## src/rtl/core/obd2_pid_poll_and_decode_assert.svh

```systemverilog
// ----------------------------------------------------------------------------
// OBD-II poller assertion macros
// Shared concurrent assertion forms used by the poller RTL.
// ----------------------------------------------------------------------------
`ifndef OBD2_PID_POLL_AND_DECODE_ASSERT_SVH
`define OBD2_PID_POLL_AND_DECODE_ASSERT_SVH

// Same-cycle implication, checked on every rising clock edge outside reset.
`define OBD2PP_ASSERT_SAME(label, clk, rst, ante, cons, msg) \
  label: assert property (@(posedge clk) disable iff (rst) (ante) |-> (cons)) \
    else $error(msg);

// Next-cycle implication, checked on every rising clock edge outside reset.
`define OBD2PP_ASSERT_NEXT(label, clk, rst, ante, cons, msg) \
  label: assert property (@(posedge clk) disable iff (rst) (ante) |=> (cons)) \
    else $error(msg);

`endif

```

## src/rtl/core/obd2pp_pkg.sv

```systemverilog
// ----------------------------------------------------------------------------
// OBD-II poller package
// Slot table, result codes, widths and decode constants.
// ----------------------------------------------------------------------------
package obd2pp_pkg;

  localparam int SLOT_COUNT = 7;
  localparam int SLOT_W     = 3;
  localparam int VALUE_W    = 25;
  localparam int COUNT_W    = 8;

  // Operation codes of an input beat.
  localparam logic OP_TICK     = 1'b0;
  localparam logic OP_RESPONSE = 1'b1;

  // Result kinds.
  localparam logic [1:0] KIND_REQUEST = 2'd0;
  localparam logic [1:0] KIND_STORED  = 2'd1;
  localparam logic [1:0] KIND_UNKNOWN = 2'd2;

  // Table slots, in ascending PID order.
  localparam logic [SLOT_W-1:0] SLOT_LOAD     = 3'd0;
  localparam logic [SLOT_W-1:0] SLOT_COOLANT  = 3'd1;
  localparam logic [SLOT_W-1:0] SLOT_SPEED    = 3'd2;
  localparam logic [SLOT_W-1:0] SLOT_INTAKE   = 3'd3;
  localparam logic [SLOT_W-1:0] SLOT_THROTTLE = 3'd4;
  localparam logic [SLOT_W-1:0] SLOT_DISTANCE = 3'd5;
  localparam logic [SLOT_W-1:0] SLOT_VOLTAGE  = 3'd6;

  localparam logic [COUNT_W-1:0] COUNT_MAX       = 8'd255;
  localparam logic [COUNT_W-1:0] MISS_LIMIT_INIT = 8'd5;

  // Reciprocal multipliers, ceil(2^34 / d), for the two constant divisors.
  localparam int RECIP_SHIFT = 34;
  localparam int RECIP_W     = 27;
  localparam logic [RECIP_W-1:0] RECIP_255  = 27'd67372037;
  localparam logic [RECIP_W-1:0] RECIP_1000 = 27'd17179870;

  // PID byte requested for each slot.
  function automatic logic [7:0] pid_of_slot(input logic [SLOT_W-1:0] s);
    logic [7:0] p;
    case (s)
      SLOT_LOAD:     p = 8'h04;
      SLOT_COOLANT:  p = 8'h05;
      SLOT_SPEED:    p = 8'h0D;
      SLOT_INTAKE:   p = 8'h0F;
      SLOT_THROTTLE: p = 8'h11;
      SLOT_DISTANCE: p = 8'h31;
      SLOT_VOLTAGE:  p = 8'h42;
      default:       p = 8'h04;
    endcase
    return p;
  endfunction

endpackage

```

## src/rtl/core/obd2pp_in_if.sv

```systemverilog
// ----------------------------------------------------------------------------
// OBD-II poller input channel
// Valid/ready channel carrying poll ticks and received response frames.
// ----------------------------------------------------------------------------
interface obd2pp_in_if;
  logic       valid;
  logic       ready;
  logic       operation;
  logic [7:0] rx_pid;
  logic [7:0] rx_byte_a;
  logic [7:0] rx_byte_b;

  modport source (output valid, output operation, output rx_pid, output rx_byte_a,
                  output rx_byte_b, input ready);
  modport sink   (input valid, input operation, input rx_pid, input rx_byte_a,
                  input rx_byte_b, output ready);
endinterface

```

## src/rtl/core/obd2pp_out_if.sv

```systemverilog
// ----------------------------------------------------------------------------
// OBD-II poller result channel
// Valid/ready channel carrying one result beat per input beat.
// ----------------------------------------------------------------------------
interface obd2pp_out_if;
  logic              valid;
  logic              ready;
  logic [1:0]        kind;
  logic [7:0]        request_pid;
  logic              timed_out;
  logic [2:0]        slot;
  logic signed [24:0] value_q8;
  logic              connected;

  modport source (output valid, output kind, output request_pid, output timed_out,
                  output slot, output value_q8, output connected, input ready);
  modport sink   (input valid, input kind, input request_pid, input timed_out,
                  input slot, input value_q8, input connected, output ready);
endinterface

```

## src/rtl/core/obd2pp_decode.sv

```systemverilog
// ----------------------------------------------------------------------------
// OBD-II value decoder
// Turns bytes A and B of a response into a signed Q.8 value for its slot.
// ----------------------------------------------------------------------------
module obd2pp_decode import obd2pp_pkg::*; (
  input  logic [SLOT_W-1:0]         slot,
  input  logic [7:0]                byte_a,
  input  logic [7:0]                byte_b,
  output logic signed [VALUE_W-1:0] value
);

  localparam int PROD_W = VALUE_W + RECIP_W;

  logic               use_255;
  logic [VALUE_W-1:0] num_pct;
  logic [VALUE_W-1:0] num_volt;
  logic [VALUE_W-1:0] num;
  logic [RECIP_W-1:0] recip;
  logic [PROD_W-1:0]  prod;
  logic [VALUE_W-1:0] quot;
  logic signed [9:0]  temp;

  // Percent scaling divides by 255, the module voltage by 1000; one shared
  // reciprocal multiplier serves both.
  assign use_255  = (slot == SLOT_LOAD) || (slot == SLOT_THROTTLE);
  assign num_pct  = VALUE_W'(byte_a) * VALUE_W'(25600) + VALUE_W'(127);
  assign num_volt = {1'b0, byte_a, byte_b, 8'h00} + VALUE_W'(500);
  assign num      = use_255 ? num_pct : num_volt;
  assign recip    = use_255 ? RECIP_255 : RECIP_1000;
  assign prod     = PROD_W'(num) * PROD_W'(recip);
  assign quot     = VALUE_W'(prod[PROD_W-1:RECIP_SHIFT]);

  // Temperatures are offset by 40 degrees and may go negative.
  assign temp = $signed({2'b00, byte_a}) - 10'sd40;

  // Select the decode that belongs to the slot.
  always_comb begin
    case (slot)
      SLOT_LOAD, SLOT_THROTTLE, SLOT_VOLTAGE: value = $signed(quot);
      SLOT_COOLANT, SLOT_INTAKE:              value = {{7{temp[9]}}, temp, 8'h00};
      SLOT_DISTANCE:                          value = {1'b0, byte_a, byte_b, 8'h00};
      default:                                value = {9'h000, byte_a, 8'h00};
    endcase
  end

endmodule

```

## src/rtl/core/obd2_pid_poll_and_decode.sv

```systemverilog
// A result beat appears in the output register in the cycle after its input beat is accepted.
// Throughput: one input beat per cycle while result.ready holds; the single
// output register is the only stage, and it refills in the same cycle its beat is taken.
// Reset (rst, synchronous, active high) clears the request pointer, all miss
// counters and the connected flag, empties the output register, and loads
// miss_limit with 5.
// ----------------------------------------------------------------------------
// OBD-II service 01 PID poller and decoder
// Issues round-robin PID requests, counts misses and decodes responses.
// ----------------------------------------------------------------------------
`include "obd2_pid_poll_and_decode_assert.svh"

module obd2_pid_poll_and_decode import obd2pp_pkg::*; (
  input  logic               clk,
  input  logic               rst,
  input  logic               cfg_we,
  input  logic [COUNT_W-1:0] cfg_wdata,
  obd2pp_in_if.sink          item,
  obd2pp_out_if.source       result
);

  logic [COUNT_W-1:0] miss_limit;
  logic [SLOT_W-1:0]  next_slot;
  logic [COUNT_W-1:0] miss_count [SLOT_COUNT];
  logic               link_seen;

  logic                      res_valid;
  logic [1:0]                res_kind;
  logic [7:0]                res_pid;
  logic                      res_timed_out;
  logic [SLOT_W-1:0]         res_slot;
  logic signed [VALUE_W-1:0] res_value;
  logic                      res_connected;

  logic                      item_acc;
  logic                      is_resp;
  logic [SLOT_W-1:0]         tick_slot;
  logic [SLOT_W-1:0]         slot_next;
  logic [COUNT_W-1:0]        count_next;
  logic                      tick_timeout;
  logic                      hit;
  logic [SLOT_W-1:0]         hit_slot;
  logic signed [VALUE_W-1:0] dec_value;

  // Handshake: the output register frees up in the same cycle it is taken.
  assign item.ready = !res_valid || result.ready;
  assign item_acc   = item.valid && item.ready;
  assign is_resp    = (item.operation == OP_RESPONSE);

  // Poll tick: pick the slot, bump its saturating miss counter.
  assign tick_slot    = (next_slot < SLOT_W'(SLOT_COUNT)) ? next_slot : SLOT_LOAD;
  assign slot_next    = (tick_slot == SLOT_W'(SLOT_COUNT - 1)) ? SLOT_LOAD
                                                               : tick_slot + 1'b1;
  assign count_next   = (miss_count[tick_slot] == COUNT_MAX) ? COUNT_MAX
                                                             : miss_count[tick_slot] + 1'b1;
  assign tick_timeout = (count_next >= miss_limit);

  // Response: find the slot whose PID matches.
  always_comb begin
    hit      = 1'b0;
    hit_slot = SLOT_LOAD;
    for (int i = SLOT_COUNT - 1; i >= 0; i--) begin
      if (pid_of_slot(SLOT_W'(i)) == item.rx_pid) begin
        hit      = 1'b1;
        hit_slot = SLOT_W'(i);
      end
    end
  end

  obd2pp_decode u_decode (
    .slot   (hit_slot),
    .byte_a (item.rx_byte_a),
    .byte_b (item.rx_byte_b),
    .value  (dec_value)
  );

  // Control state: configuration, pointer, counters, link flag, output valid.
  always_ff @(posedge clk) begin
    if (rst) begin
      miss_limit <= MISS_LIMIT_INIT;
      next_slot  <= SLOT_LOAD;
      link_seen  <= 1'b0;
      res_valid  <= 1'b0;
      for (int i = 0; i < SLOT_COUNT; i++) begin
        miss_count[i] <= '0;
      end
    end else begin
      if (cfg_we) begin
        miss_limit <= cfg_wdata;
      end
      if (item_acc) begin
        res_valid <= 1'b1;
        if (!is_resp) begin
          miss_count[tick_slot] <= count_next;
          next_slot             <= slot_next;
        end else if (hit) begin
          miss_count[hit_slot] <= '0;
          link_seen            <= 1'b1;
        end
      end else if (result.ready) begin
        res_valid <= 1'b0;
      end
    end
  end

  // Result payload, loaded with each accepted beat.
  always_ff @(posedge clk) begin
    if (item_acc) begin
      if (!is_resp) begin
        res_kind      <= KIND_REQUEST;
        res_pid       <= pid_of_slot(tick_slot);
        res_timed_out <= tick_timeout;
        res_slot      <= tick_slot;
        res_value     <= '0;
        res_connected <= link_seen;
      end else begin
        res_kind      <= hit ? KIND_STORED : KIND_UNKNOWN;
        res_pid       <= item.rx_pid;
        res_timed_out <= 1'b0;
        res_slot      <= hit ? hit_slot : SLOT_LOAD;
        res_value     <= hit ? dec_value : '0;
        res_connected <= link_seen || hit;
      end
    end
  end

  assign result.valid       = res_valid;
  assign result.kind        = res_kind;
  assign result.request_pid = res_pid;
  assign result.timed_out   = res_timed_out;
  assign result.slot        = res_slot;
  assign result.value_q8    = res_value;
  assign result.connected   = res_connected;

  // The request pointer never leaves the table.
  `OBD2PP_ASSERT_SAME(a_slot_range, clk, rst, 1'b1, next_slot < SLOT_W'(SLOT_COUNT),
                      "request pointer out of table range")
  // An accepted tick leaves a request beat waiting in the output register.
  `OBD2PP_ASSERT_NEXT(a_tick_result, clk, rst, item_acc && !is_resp,
                      result.valid && result.kind == KIND_REQUEST,
                      "poll tick did not produce a request beat")
  // A known response clears its counter and marks the link as up.
  `OBD2PP_ASSERT_NEXT(a_resp_clear, clk, rst, item_acc && is_resp && hit,
                      miss_count[$past(hit_slot)] == '0 && link_seen && result.connected,
                      "known response did not clear its miss counter")
  // A rejected PID reports slot zero and a zero value.
  `OBD2PP_ASSERT_SAME(a_unknown_zero, clk, rst, res_valid && res_kind == KIND_UNKNOWN,
                      res_slot == SLOT_LOAD && res_value == '0 && !res_timed_out,
                      "unknown PID beat carries a slot or value")

endmodule
```

## src/flat_wrapper.sv

```systemverilog
// flat-port wrapper written by rule: the top's interface ports become plain ports
module obd2_pid_poll_and_decode_flat import obd2pp_pkg::*;
  (clk, rst, cfg_we, cfg_wdata, item_valid, item_operation, item_rx_pid, item_rx_byte_a, item_rx_byte_b, item_ready, result_valid, result_kind, result_request_pid, result_timed_out, result_slot, result_value_q8, result_connected, result_ready);
  obd2pp_in_if item_i ();
  obd2pp_out_if result_i ();
  input  logic clk;
  input  logic rst;
  input  logic cfg_we;
  input  logic [COUNT_W-1:0] cfg_wdata;
  input wire logic [$bits(item_i.valid)-1:0] item_valid;
  input wire logic [$bits(item_i.operation)-1:0] item_operation;
  input wire logic [$bits(item_i.rx_pid)-1:0] item_rx_pid;
  input wire logic [$bits(item_i.rx_byte_a)-1:0] item_rx_byte_a;
  input wire logic [$bits(item_i.rx_byte_b)-1:0] item_rx_byte_b;
  output wire logic [$bits(item_i.ready)-1:0] item_ready;
  output wire logic [$bits(result_i.valid)-1:0] result_valid;
  output wire logic [$bits(result_i.kind)-1:0] result_kind;
  output wire logic [$bits(result_i.request_pid)-1:0] result_request_pid;
  output wire logic [$bits(result_i.timed_out)-1:0] result_timed_out;
  output wire logic [$bits(result_i.slot)-1:0] result_slot;
  output wire logic [$bits(result_i.value_q8)-1:0] result_value_q8;
  output wire logic [$bits(result_i.connected)-1:0] result_connected;
  input wire logic [$bits(result_i.ready)-1:0] result_ready;
  assign item_i.valid = item_valid;
  assign item_i.operation = item_operation;
  assign item_i.rx_pid = item_rx_pid;
  assign item_i.rx_byte_a = item_rx_byte_a;
  assign item_i.rx_byte_b = item_rx_byte_b;
  assign item_ready = item_i.ready;
  assign result_valid = result_i.valid;
  assign result_kind = result_i.kind;
  assign result_request_pid = result_i.request_pid;
  assign result_timed_out = result_i.timed_out;
  assign result_slot = result_i.slot;
  assign result_value_q8 = result_i.value_q8;
  assign result_connected = result_i.connected;
  assign result_i.ready = result_ready;
  obd2_pid_poll_and_decode u_core (.clk(clk), .rst(rst), .cfg_we(cfg_we), .cfg_wdata(cfg_wdata), .item(item_i), .result(result_i));
endmodule
```

## config.mk

```make
export PLATFORM = sky130hd
export DESIGN_NAME = obd2_pid_poll_and_decode_flat
export DESIGN_NICKNAME = d
export VERILOG_FILES = /design/src/rtl/core/obd2pp_pkg.sv /design/src/rtl/core/obd2pp_in_if.sv /design/src/rtl/core/obd2pp_out_if.sv /design/src/rtl/core/obd2pp_decode.sv /design/src/rtl/core/obd2_pid_poll_and_decode.sv /design/src/flat_wrapper.sv
export VERILOG_INCLUDE_DIRS = /design/src /design/src/rtl/core
export SDC_FILE = /design/constraint.sdc
export NUM_CORES = 1
export LEC_CHECK = 0
export BUFFER_PORTS_ARGS = -buffer_cell sky130_fd_sc_hd__buf_2
export CAP_MARGIN = 20
export CORE_MARGIN = 3
export CORE_UTILIZATION = 42
export CTS_CLUSTER_DIAMETER = 150
export DETAILED_ROUTE_END_ITERATION = 16
export HOLD_SLACK_MARGIN = 0.15
export PLACE_DENSITY = 0.62
export SYNTH_ARGS = -nofsm -noshare
export SYNTH_HDL_FRONTEND = slang
export SYNTH_SLANG_ARGS = --single-unit
```

## constraint.sdc

```tcl
create_clock -name clk -period 12.7 [get_ports clk]
set_input_delay 1.27 -clock clk [delete_from_list [all_inputs] [get_ports clk]]
set_output_delay 1.27 -clock clk [all_outputs]
set_load 0.1 [all_outputs]
```

==> metrics.txt, run 1 <==
run status finished clean; maximum number of pins on one net before global-route repair 42; most frequently used flop master after synthesis sky130_fd_sc_hd__edfxtp_1; global-route usage over all layers 20.3%; delay of the slowest cell on the worst path 0.59 ns; DP HPWL 30.6 mm; vias post-DR 10640; hold-fix buffers at CTS 0; core footprint 33900 sq um; R2R Path End u_core.result.timed_out; number of unique standard cell types used by synthesis 69; die width 192 um; post-layout util 46.8%; fmax 96.4 MHz; CTS tree done; EDFF count, synth 88; Crit path required time 12.84 ns; total congestion overflow 0; DRC viols 0; startpoint of the worst register-to-register path u_core.next_slot[1]; average routed wire per standard cell 17.9 um; crit path capture type flip-flop; Initial Util 43.1%; clock sink count 109; Final nets 2068; number of global-route vias before repair 10817; startpoint types input port; Inserted Diodes 0; Synth Instances 1511; Final Hold Fails 0; number of cells on the worst hold path 2; insertion delay to the later sink of the worst-skew pair 0.37 ns; ratio of cells with drive above 1 in the final layout 8.25%; Synth Area in Compound Gates 9.04%; DRC violation total after the first TritonRoute iteration 723; path class of the lowest-slack min-delay path reg -> reg; Worst Path Arrival 10.52 ns; post-synthesis mux area share 1.68%; first drt pass iteration count 5; synthesized-area fraction occupied by xor and xnor cells 2.52%; final setup fails 0; number of non-filler instances in the completed layout 2048; remaining number of nets flagged by the antenna check after routing 0; relative contribution of combinational cells to total power 76.6%; internal power component 1.53 mW; switching component of the power 1.56 mW; I/O pin total 80; most prevalent standard cell on the critical path sky130_fd_sc_hd__inv_1; internal reg-to-reg setup slack 8.29 ns; detailed-route vias per instance 5.20; skew final 0.00927 ns; H-tree levels 3; initial antenna violation count 0; proportion of power drawn by the clock network 10.2%; IR Drop Worst-Case VDD 0.147 mV; number of cells in the design after placement 2031; total power of the final layout 3.09 mW; cell area after synthesis 14600 sq um; relative area change from synthesis to final layout 8.53%; MaxCap Viol Count 0; portion of total power attributed to sequential cells 13.2%; number of rows in the core area 67; minimum clock period after layout 10.38 ns; IO Port Bufs 79; sw frac 50.5%; clock root buffer master sky130_fd_sc_hd__clkbuf_16; final worst setup slack 2.32 ns; synth warn 0; pre-CTS WS 1.97 ns; synthesis-stage register bit count 109; Worst Hold Launch u_core.miss_count[6][2]; main combinational cell family by area after synthesis adder cells; Syn Area/Cell 9.66 sq um; leakage power total 8.15 nW; Routed WL 36.6 mm; cell at the slowest stage of the critical path sky130_fd_sc_hd__nor3_1; slew margin rel. 34.5%; CTS clock-pin slew for the worst setup and hold paths 0.08 ns; largest fanout on the critical path 7; share of synthesized registers carrying an async set or reset 0%; depth of the worst register-to-register path 21; GP Congestion 0.947; number of CTS-inserted buffers 9; power density over the cells 195 nW/um^2; Final TNS setup 0 ns; fraction of the yosys area taken by sequential cells 21.0%; period utilisation layout 81.7%; Hold EP u_core.miss_count[6][2]; Worst Setup Path Type in -> reg; final max-slew violation count 0; area fraction in and, or, nand and nor cells after synthesis 10.9%; number of filler cells placed in the layout 3238; post-cts resize count 0; overall die height 192 um; adder and majority cell fraction of the synthesized area 45.6%; number of setup buffers added after CTS 0; unrepaired setup endpoints after global routing no; clock buffer depth 2; Die Footprint 37000 sq um; actual transition at the worst max-transition pin 0.972 ns; global-route wire length before repair 58.2 mm
-- worst max path at each step --
stage / startpoint / to / slack, ns
global route: item_rx_byte_a[3] / u_core.result.value_q8[5] / 1.68
floorplan: item_rx_byte_a[2] / u_core.result.value_q8[11] / 3.19
finish: item_rx_byte_a[3] / u_core.result.value_q8[5] / 2.32
global placement: item_rx_byte_a[3] / u_core.result.value_q8[15] / 2.08
CTS: item_rx_byte_a[3] / u_core.result.value_q8[14] / 2.36
detailed placement: item_rx_byte_a[3] / u_core.result.value_q8[15] / 1.97
-- per-layer routing --
layer,track usage (%),part of all wire [%]
met4,5.44,1.9
met1,29.7,47
met2,31.6,44
met3,3.02,6.4
met5,0,0
-- cell usage after synthesis, types with 14 or more instances --
master / count / area share [%]
sky130_fd_sc_hd__nand3_1: 21 / 0.72
sky130_fd_sc_hd__edfxtp_1: 88 / 18
sky130_fd_sc_hd__inv_1: 306 / 7.9
sky130_fd_sc_hd__nor2_1: 119 / 3.1
sky130_fd_sc_hd__xor2_1: 14 / 0.84
sky130_fd_sc_hd__a21oi_1: 58 / 2.0
sky130_fd_sc_hd__fa_1: 162 / 22
sky130_fd_sc_hd__o21ai_0: 32 / 1.1
sky130_fd_sc_hd__xnor2_1: 28 / 1.7
sky130_fd_sc_hd__dfxtp_1: 21 / 2.9
sky130_fd_sc_hd__nand2_1: 127 / 3.3
sky130_fd_sc_hd__ha_1: 273 / 23
sky130_fd_sc_hd__clkbuf_1: 18 / 0.46
sky130_fd_sc_hd__a21o_1: 19 / 0.98
-- power by group through the flow --
stage / clock (mW) / sequential (mW) / combinational (mW)
final: 0.314 / 0.409 / 2.36
after detailed placement: 0 / 0.417 / 2.38
after global placement: 0 / 0.417 / 2.30
after global routing: 0.331 / 0.410 / 2.78
after CTS: 0.319 / 0.409 / 2.40
after floorplan: 0 / 0.473 / 1.72
-- through the flow --
| stage | hold slack, ns | cell area [sq um] |
|---|---|---|
| 2_1_floorplan | 0.428 | 14700 |
| 3_3_place_gp | 0.444 | 15500 |
| 3_5_place_dp | 0.448 | 15500 |
| 4_1_cts | 0.459 | 15800 |
| 5_1_grt | 0.479 | 15800 |
| 6_report | 0.461 | 15800 |
-- cell type report --
class / count / area, sq um / share of cell area, %
Sequential cell: 109 / 3060 / 19.3
Clock buffer: 9 / 225 / 1.42
Inverter: 310 / 1160 / 7.34
Clock inverter: 7 / 101 / 0.639
Timing Repair Buffer: 89 / 468 / 2.95
Tap cell: 448 / 561 / 3.54
Multi-Input combinational cell: 1076 / 10300 / 64.8
-- registers in the layout (all words and copies together), names as in the netlist --
name / count
u_core.result.valid: 1
u_core.miss_limit: 8
u_core.result.timed_out: 1
u_core.result.kind: 2
u_core.miss_count: 56
u_core.result.value_q8: 25
u_core.result.request_pid: 8
u_core.next_slot: 3
u_core.result.connected: 1
u_core.result.slot: 3
u_core.link_seen: 1
-- critical path: cells and delay by family --
family	cells	cell delay (ns)
buffers and inverters	8	0.63
muxes	1	0.21
and+or+nand+nor	4	0.97
xor gates and xnor gates	1	0.22
AOI/OAI and AO/OA	9	2.19
adders and majority gates	12	4.99
-- cells by family after synthesis --
family / count (synthesis)
other: 2
and+or+nand+nor: 354
buffers and inverters: 345
muxes: 23
adders and majority gates: 435
AOI/OAI and AO/OA: 201
xor gates and xnor gates: 42
DFF: 109
-- cell usage in the layout, fill, tap and decap left out, drive strengths merged, types with 4 or more instances in the layout --
master	count
a21o	19
a31oi	6
o221ai	10
buf	89
o21bai	6
mux2	12
conb	21
nand4	9
nor2b	13
a22o	4
a21oi	58
o22ai	10
clkbuf	9
or3	4
mux2i	11
dfxtp	21
nor2	119
o21ai	38
ha	273
clkinv	5
nand2b	9
inv	310
o32ai	7
nor3	12
a21boi	4
or2	11
o211ai	4
fa	162
xor2	14
a22oi	13
nand3	21
edfxtp	88
nand2	129
and3	4
o21a	4
and2	10
xnor2	28
No activity file was read; power rests on OpenSTA's default activity.
==> run 2: changes to the inputs <==
Settings changed: ABC_AREA set to 1, PLACE_DENSITY 0.62 to 0.64.
Clock period 12.7 ns to 8.8 ns, I/O delays scaled along.
==> run 2 against run 1 <==
Compared with the run above:
- first-iteration DRC count increased by 32%
- power is 140% higher
- sequential cell count rose by 8
- design area grew 19%
- sequential share of layout area decreased by 1.7 points
- global-route usage rose by 3.9 points
- clock power increased by 120%
- core utilization is 1.6 points higher
- synthesized cell count increased by 33%
- final cell count rose by 33%
- clock skew is 0.0020 ns lower
- critical path type unchanged
- critical endpoint is now u_core.result.value_q8[15]
- largest power group unchanged
==> metrics.txt, run 2 <==
maximum number of pins on one net before global-route repair 43; fraction of the yosys area taken by sequential cells 19.9%; top cell type by total area after synthesis sky130_fd_sc_hd__ha_1; remaining number of nets flagged by the antenna check after routing 0; cell at the slowest stage of the critical path sky130_fd_sc_hd__fa_1; IR Drop Worst-Case VDD 0.391 mV; H-tree levels 4; final worst setup slack 0.350 ns; delay of the slowest cell on the worst path 0.55 ns; unrepaired setup endpoints after global routing yes; Inserted Diodes 0; number of rows in the core area 72; most frequent cells after synthesis sky130_fd_sc_hd__inv_1 (437), sky130_fd_sc_hd__nand2_1 (326), sky130_fd_sc_hd__ha_1 (273); Final Hold Slack 0.463 ns; Largest register FFs 64; fmax 118 MHz; Metal-1 WL 23.5 mm; CTS clock-pin slew for the worst setup and hold paths 0.06 ns; Initial Util 42.6%; EDFF count, synth 96; vias post-DR 13823; DRC viols 0; hold-fix buffers at CTS 0; Synth Instances 2011; synthesis-stage register bit count 117; combined buffer and inverter count along the critical path 13; period utilisation layout 96.0%; skew final 0.00732 ns; Final Hold Fails 0; DRC violation total after the first TritonRoute iteration 952; crit path capture type flip-flop; routed wl met3 2.47 mm; most used cells in the layout excluding fill and tap cells sky130_fd_sc_hd__inv_1 (436), sky130_fd_sc_hd__nand2_1 (325), sky130_fd_sc_hd__ha_1 (272); run status finished clean; routed wire length on met2 22.6 mm; startpoint types input port; most frequent standard cell in the layout excluding fill and tap cells sky130_fd_sc_hd__inv_1; global-route usage over all layers 24.2%; I/O pin total 80; Synth top area share 20.6%; Final nets 2659; ratio of cells with drive above 1 in the final layout 12.9%; number of CTS-inserted buffers 17; cell area after synthesis 16600 sq um; first drt pass iteration count 5; register with the most flip-flops u_core.miss_count; average routed wire per standard cell 18.2 um; GP Congestion 0.963; detailed-route vias per instance 5.09; path class of the lowest-slack min-delay path reg -> reg; MaxCap Viol Count 0; initial antenna violation count 0; total congestion overflow 0; Max Used Layer met4; largest fanout on the critical path 4; DP HPWL 42.0 mm; most frequently used flop master after synthesis sky130_fd_sc_hd__edfxtp_1; Routed WL 49.5 mm; power density over the cells 392 nW/um^2; Crit path required time 9.07 ns; CTS tree done; number of global-route vias before repair 14162; number of filler cells placed in the layout 3795; die width 205 um; kind of cell with the highest combined delay on the critical path adder cells; number of unique standard cell types used by synthesis 52; relative area change from synthesis to final layout 13.5%; overall die height 205 um; multi-input logic area 11600 sq um; sequential cell area 3300 sq um; minimum clock period after layout 8.45 ns; Syn Area/Cell 8.23 sq um; pre-CTS WS -0.255 ns; IO Port Bufs 79; clock sink count 117; Worst Path Arrival 8.72 ns; actual transition at the worst max-transition pin 1.05 ns; clock buffer depth 2; ranking of synthesized cells by area sky130_fd_sc_hd__ha_1 (21%), sky130_fd_sc_hd__fa_1 (20%), sky130_fd_sc_hd__edfxtp_1 (17%); synth warn 0; core footprint 38800 sq um; Worst Setup Path Type in -> reg; share of synthesized registers carrying an async set or reset 0%; insertion delay to the later sink of the worst-skew pair 0.43 ns; dominant cell by count in the synthesized netlist sky130_fd_sc_hd__inv_1; clock root buffer master sky130_fd_sc_hd__clkbuf_16; final setup fails 0; Die Footprint 41800 sq um; leakage power total 9.96 nW; slew margin rel. 30.0%; final max-slew violation count 0; most prevalent standard cell on the critical path sky130_fd_sc_hd__inv_1; global-route wire length before repair 78.4 mm
run 2: changes by cell type after synthesis, moves of 13 or more:
cell                      change
sky130_fd_sc_hd__nor2_2      +15
sky130_fd_sc_hd__nor2b_1     -13
sky130_fd_sc_hd__nand2_2     +13
sky130_fd_sc_hd__inv_1      +131
sky130_fd_sc_hd__a21o_1      -17
sky130_fd_sc_hd__xnor2_1     -24
sky130_fd_sc_hd__a21oi_1     +52
sky130_fd_sc_hd__o21ai_0     +49
sky130_fd_sc_hd__nor2_1      +86
sky130_fd_sc_hd__nand3_1     +63
sky130_fd_sc_hd__nand2_1    +199
run 2: what timing repair did:
item | CTS | global route
setup endpoints to repair | 0 | 13
resized for setup | 0 | 21
setup buffers | 0 | 1
run 2: worst register-to-register path, stage by stage, from the launching register on:
cell	delay, ns
sky130_fd_sc_hd__dfxtp_1	0.67
sky130_fd_sc_hd__inv_2	0.15
sky130_fd_sc_hd__nand2_2	0.59
sky130_fd_sc_hd__nand2_4	0.33
sky130_fd_sc_hd__nand3_1	0.19
sky130_fd_sc_hd__nand3_1	0.11
sky130_fd_sc_hd__nand2_1	0.10
sky130_fd_sc_hd__inv_1	0.12
sky130_fd_sc_hd__ha_1	0.24
sky130_fd_sc_hd__nand3_2	0.12
sky130_fd_sc_hd__inv_1	0.07
sky130_fd_sc_hd__nor2_1	0.14
sky130_fd_sc_hd__nand2_1	0.14
sky130_fd_sc_hd__nand2_1	0.13
sky130_fd_sc_hd__inv_1	0.05
sky130_fd_sc_hd__ha_1	0.28
sky130_fd_sc_hd__nand2_1	0.09
sky130_fd_sc_hd__nor2_1	0.06
sky130_fd_sc_hd__nand4_1	0.07
sky130_fd_sc_hd__o2111ai_1	0.14
sky130_fd_sc_hd__nand2_1	0.08
sky130_fd_sc_hd__inv_1	0.04
run 2: per-stage QoR:
step | util [%] | cell area (sq um) | setup TNS (ns) | std cells | total power [mW]
floorplan | - | 16700 | 0 | 2038 | 4.46
global placement | 46.6 | 18100 | -0.782 | 2683 | 6.34
detailed placement | 46.7 | 18100 | -1.05 | 2684 | 6.35
CTS | 48.2 | 18700 | 0 | 2716 | 7.11
global route | 48.4 | 18800 | -0.00374 | 2717 | 8.19
finish | 48.4 | 18800 | 0 | 2717 | 7.37
run 2: worst paths after layout:
path / startpoint / endpoint / slack, ns / cells after the start
min reg2reg: u_core.miss_limit[7] / u_core.miss_limit[7] / 0.46 / 2
max: item_rx_byte_a[3] / u_core.result.value_q8[15] / 0.35 / 37
min: u_core.miss_limit[7] / u_core.miss_limit[7] / 0.46 / 2
max reg2reg: u_core.next_slot[0] / u_core.result.timed_out / 4.64 / 21
run 2: cells by family (layout without fill, tap and decap cells):
| family | Yosys count | count (layout) | synth area share [%] |
|---|---|---|---|
| and+or+nand+nor | 724 | 724 | 19.4 |
| DFF | 117 | 117 | 19.9 |
| xor gates and xnor gates | 27 | 27 | 1.43 |
| buffers and inverters | 477 | 638 | 11.4 |
| AOI/OAI and AO/OA | 229 | 229 | 7.58 |
| other | 2 | 29 | 0.0454 |
| adders and majority gates | 435 | 435 | 40.2 |
run 2: cell type report:
| cell class | instances | share of cell area, % |
|---|---|---|
| inverter | 446 | 8.91 |
| clock inverter | 14 | 0.812 |
| sequential | 117 | 17.6 |
| tap | 518 | 3.45 |
| timing repair buffer | 160 | 5.41 |
| clock buffer | 18 | 2.34 |
| multi-input combinational | 1444 | 61.5 |
run 2: where the power goes:
part	switching [mW]	total (mW)	internal [mW]	leakage [nW]
sequential	0.0111	0.641	0.630	1.16
combinational	3.84	6.03	2.18	8.53
clock	0.278	0.704	0.426	0.279
total	4.13	7.37	3.24	9.96
run 2: metal layers:
metal / track usage, % / vias up
met5: 0 / -
met4: 5.14 / 0
met3: 3.54 / 49
met2: 38.7 / 375
met1: 35.0 / 6686
li1: - / 6713
==> run 3: changes to the inputs <==
Settings changed: CTS_CLUSTER_DIAMETER 150 to 50, PLACE_DENSITY 0.64 to unset, PLACE_DENSITY_LB_ADDON set to 0.3.
==> run 3 against run 2 <==
Compared with the run above:
- global-route usage shrank 0.31 points
- clock-buffer cell count is 1 lower
- fmax rose by 0.54%
- first-iteration DRC count increased by 8.1%
- hold slack improved by 0.0033 ns
- die area unchanged
- core utilization is essentially flat
- sequential cell count unchanged
- sequential share of layout area hardly changed
- final cell count decreased by 0.18%
- via count up 0.20%
==> metrics.txt, run 3 (synthesis gave the netlist of run 2 again) <==
H-tree levels 4; Hold EP u_core.miss_limit[7]; initial antenna violation count 0; clock buffer depth 2; Final Hold Fails 0; path class of the lowest-slack min-delay path reg -> reg; CTS clock-pin slew for the worst setup and hold paths 0.07 ns; R2R Path End u_core.result.timed_out; fmax 119 MHz; period utilisation layout 95.5%; vias post-DR 13850; Inserted Diodes 0; crit path capture type flip-flop; global-route wire length before repair 77.3 mm; number of rows in the core area 72; Initial Util 42.6%; maximum number of pins on one net before global-route repair 43; Die Footprint 41800 sq um; skew final 0.0143 ns; most used cells in the layout excluding fill and tap cells sky130_fd_sc_hd__inv_1 (436), sky130_fd_sc_hd__nand2_1 (326), sky130_fd_sc_hd__ha_1 (269); run status finished clean; delay of the slowest cell on the worst path 0.59 ns; startpoint of the worst register-to-register path u_core.next_slot[0]; number of global-route vias before repair 14114; Crit path required time 8.98 ns; total congestion overflow 0; clock sink count 117; average routed wire per standard cell 18.0 um; Final Hold Slack 0.466 ns; Worst Path Arrival 8.58 ns; minimum clock period after layout 8.40 ns; DRC violation total after the first TritonRoute iteration 1029; ratio of cells with drive above 1 in the final layout 13.2%; most frequent standard cell in the layout excluding fill and tap cells sky130_fd_sc_hd__inv_1; IO Port Bufs 79; Routed WL 48.7 mm; detailed-route vias per instance 5.11; first drt pass iteration count 5; DP HPWL 41.3 mm; post-layout util 48.4%; Worst Setup Path Type in -> reg; most prevalent standard cell on the critical path sky130_fd_sc_hd__nand2_1; die width 205 um; GP Congestion 0.967; number of cells in the design after placement 2676; global-route usage over all layers 23.9%; relative area change from synthesis to final layout 13.4%; remaining number of nets flagged by the antenna check after routing 0; startpoint types input port; Final TNS setup 0 ns; unrepaired setup endpoints after global routing no; number of CTS-inserted buffers 17; Final nets 2654; slew margin rel. 27.7%; clock root buffer master sky130_fd_sc_hd__clkbuf_16; Worst Hold Launch u_core.miss_limit[7]; number of cells on the worst hold path 2; register with the most flip-flops u_core.miss_count; final max-slew violation count 0; largest fanout on the critical path 4; Largest register FFs 64; DRC viols 0; internal reg-to-reg setup slack 4.64 ns; cell at the slowest stage of the critical path sky130_fd_sc_hd__fa_1; insertion delay to the later sink of the worst-skew pair 0.43 ns; overall die height 205 um; depth of the worst register-to-register path 21; core footprint 38800 sq um; number of non-filler instances in the completed layout 2712; I/O pin total 80; MaxCap Viol Count 0; actual transition at the worst max-transition pin 1.08 ns; final setup fails 0; hold-fix buffers at CTS 0; CTS tree done
[run 3: changes by cell type in the layout (fill, tap and decap cells not counted), moves of 3 or more]
| cell | before | now |
|---|---|---|
| sky130_fd_sc_hd__buf_4 | 80 | 75 |
| sky130_fd_sc_hd__ha_4 | 1 | 4 |
| sky130_fd_sc_hd__o21ai_1 | 6 | 9 |
| sky130_fd_sc_hd__o21ai_0 | 77 | 74 |
| sky130_fd_sc_hd__nor2_1 | 200 | 195 |
| sky130_fd_sc_hd__nor2_2 | 19 | 23 |
| sky130_fd_sc_hd__ha_1 | 272 | 269 |
| sky130_fd_sc_hd__fa_2 | 0 | 3 |
| sky130_fd_sc_hd__inv_6 | 2 | 6 |
| sky130_fd_sc_hd__fa_1 | 162 | 159 |
[run 3: cell type report]
class                   count  area [sq um]
clock inverters            15           144
clock buffers              17           425
repair buffers            155           966
well taps                 518           648
inverters                 446          1670
flip-flops and latches    117          3300
fillers                  3783         20000
multi-input cells        1444         11600
[run 3: layer usage]
| layer | track usage (%) | vias up | wire (um) | share of wire (%) |
|---|---|---|---|---|
| met5 | 0 | - | 0 | 0 |
| met4 | 7.42 | 0 | 1470 | 3.0 |
| met3 | 4.40 | 72 | 3150 | 6.5 |
| met2 | 37.7 | 434 | 22000 | 45 |
| met1 | 33.4 | 6647 | 22100 | 45 |
| li1 | - | 6697 | - | - |
[run 3: critical path: cells and delay by family]
| kind | cells | cell delay [ns] |
|---|---|---|
| adders and majority gates | 11 | 4.71 |
| xor gates and xnor gates | 1 | 0.20 |
| AOI/OAI and AO/OA | 6 | 1.13 |
| and+or+nand+nor | 12 | 0.87 |
| buffers and inverters | 7 | 0.74 |
[run 3: worst max path at each step]
| stage | end | start |
|---|---|---|
| 3_3_place_gp | u_core.result.value_q8[0] | item_rx_byte_a[3] |
| 6_report | u_core.result.value_q8[8] | item_rx_byte_a[3] |
| 4_1_cts | u_core.result.value_q8[0] | item_rx_byte_a[3] |
| 3_5_place_dp | u_core.result.value_q8[0] | item_rx_byte_a[3] |
| 2_1_floorplan | u_core.result.value_q8[13] | item_rx_byte_a[3] |
| 5_1_grt | u_core.result.value_q8[10] | item_rx_byte_a[3] |
[run 3: through the flow]
stage	worst slack (ns)	instance area, sq um
after floorplan	0.523	16700
after global placement	-0.256	18000
after detailed placement	-0.179	18000
after CTS	0.216	18600
after global routing	0.0280	18800
final	0.395	18800
[run 3: timing repair]
item,in CTS,in global routing
resized for setup,0,36
endpoints found under the setup margin,0,16
setup buffers,0,2
Power of run 3 is not shown: default switching activity piles up to over one toggle a cycle in this logic, so the estimate is an artifact.
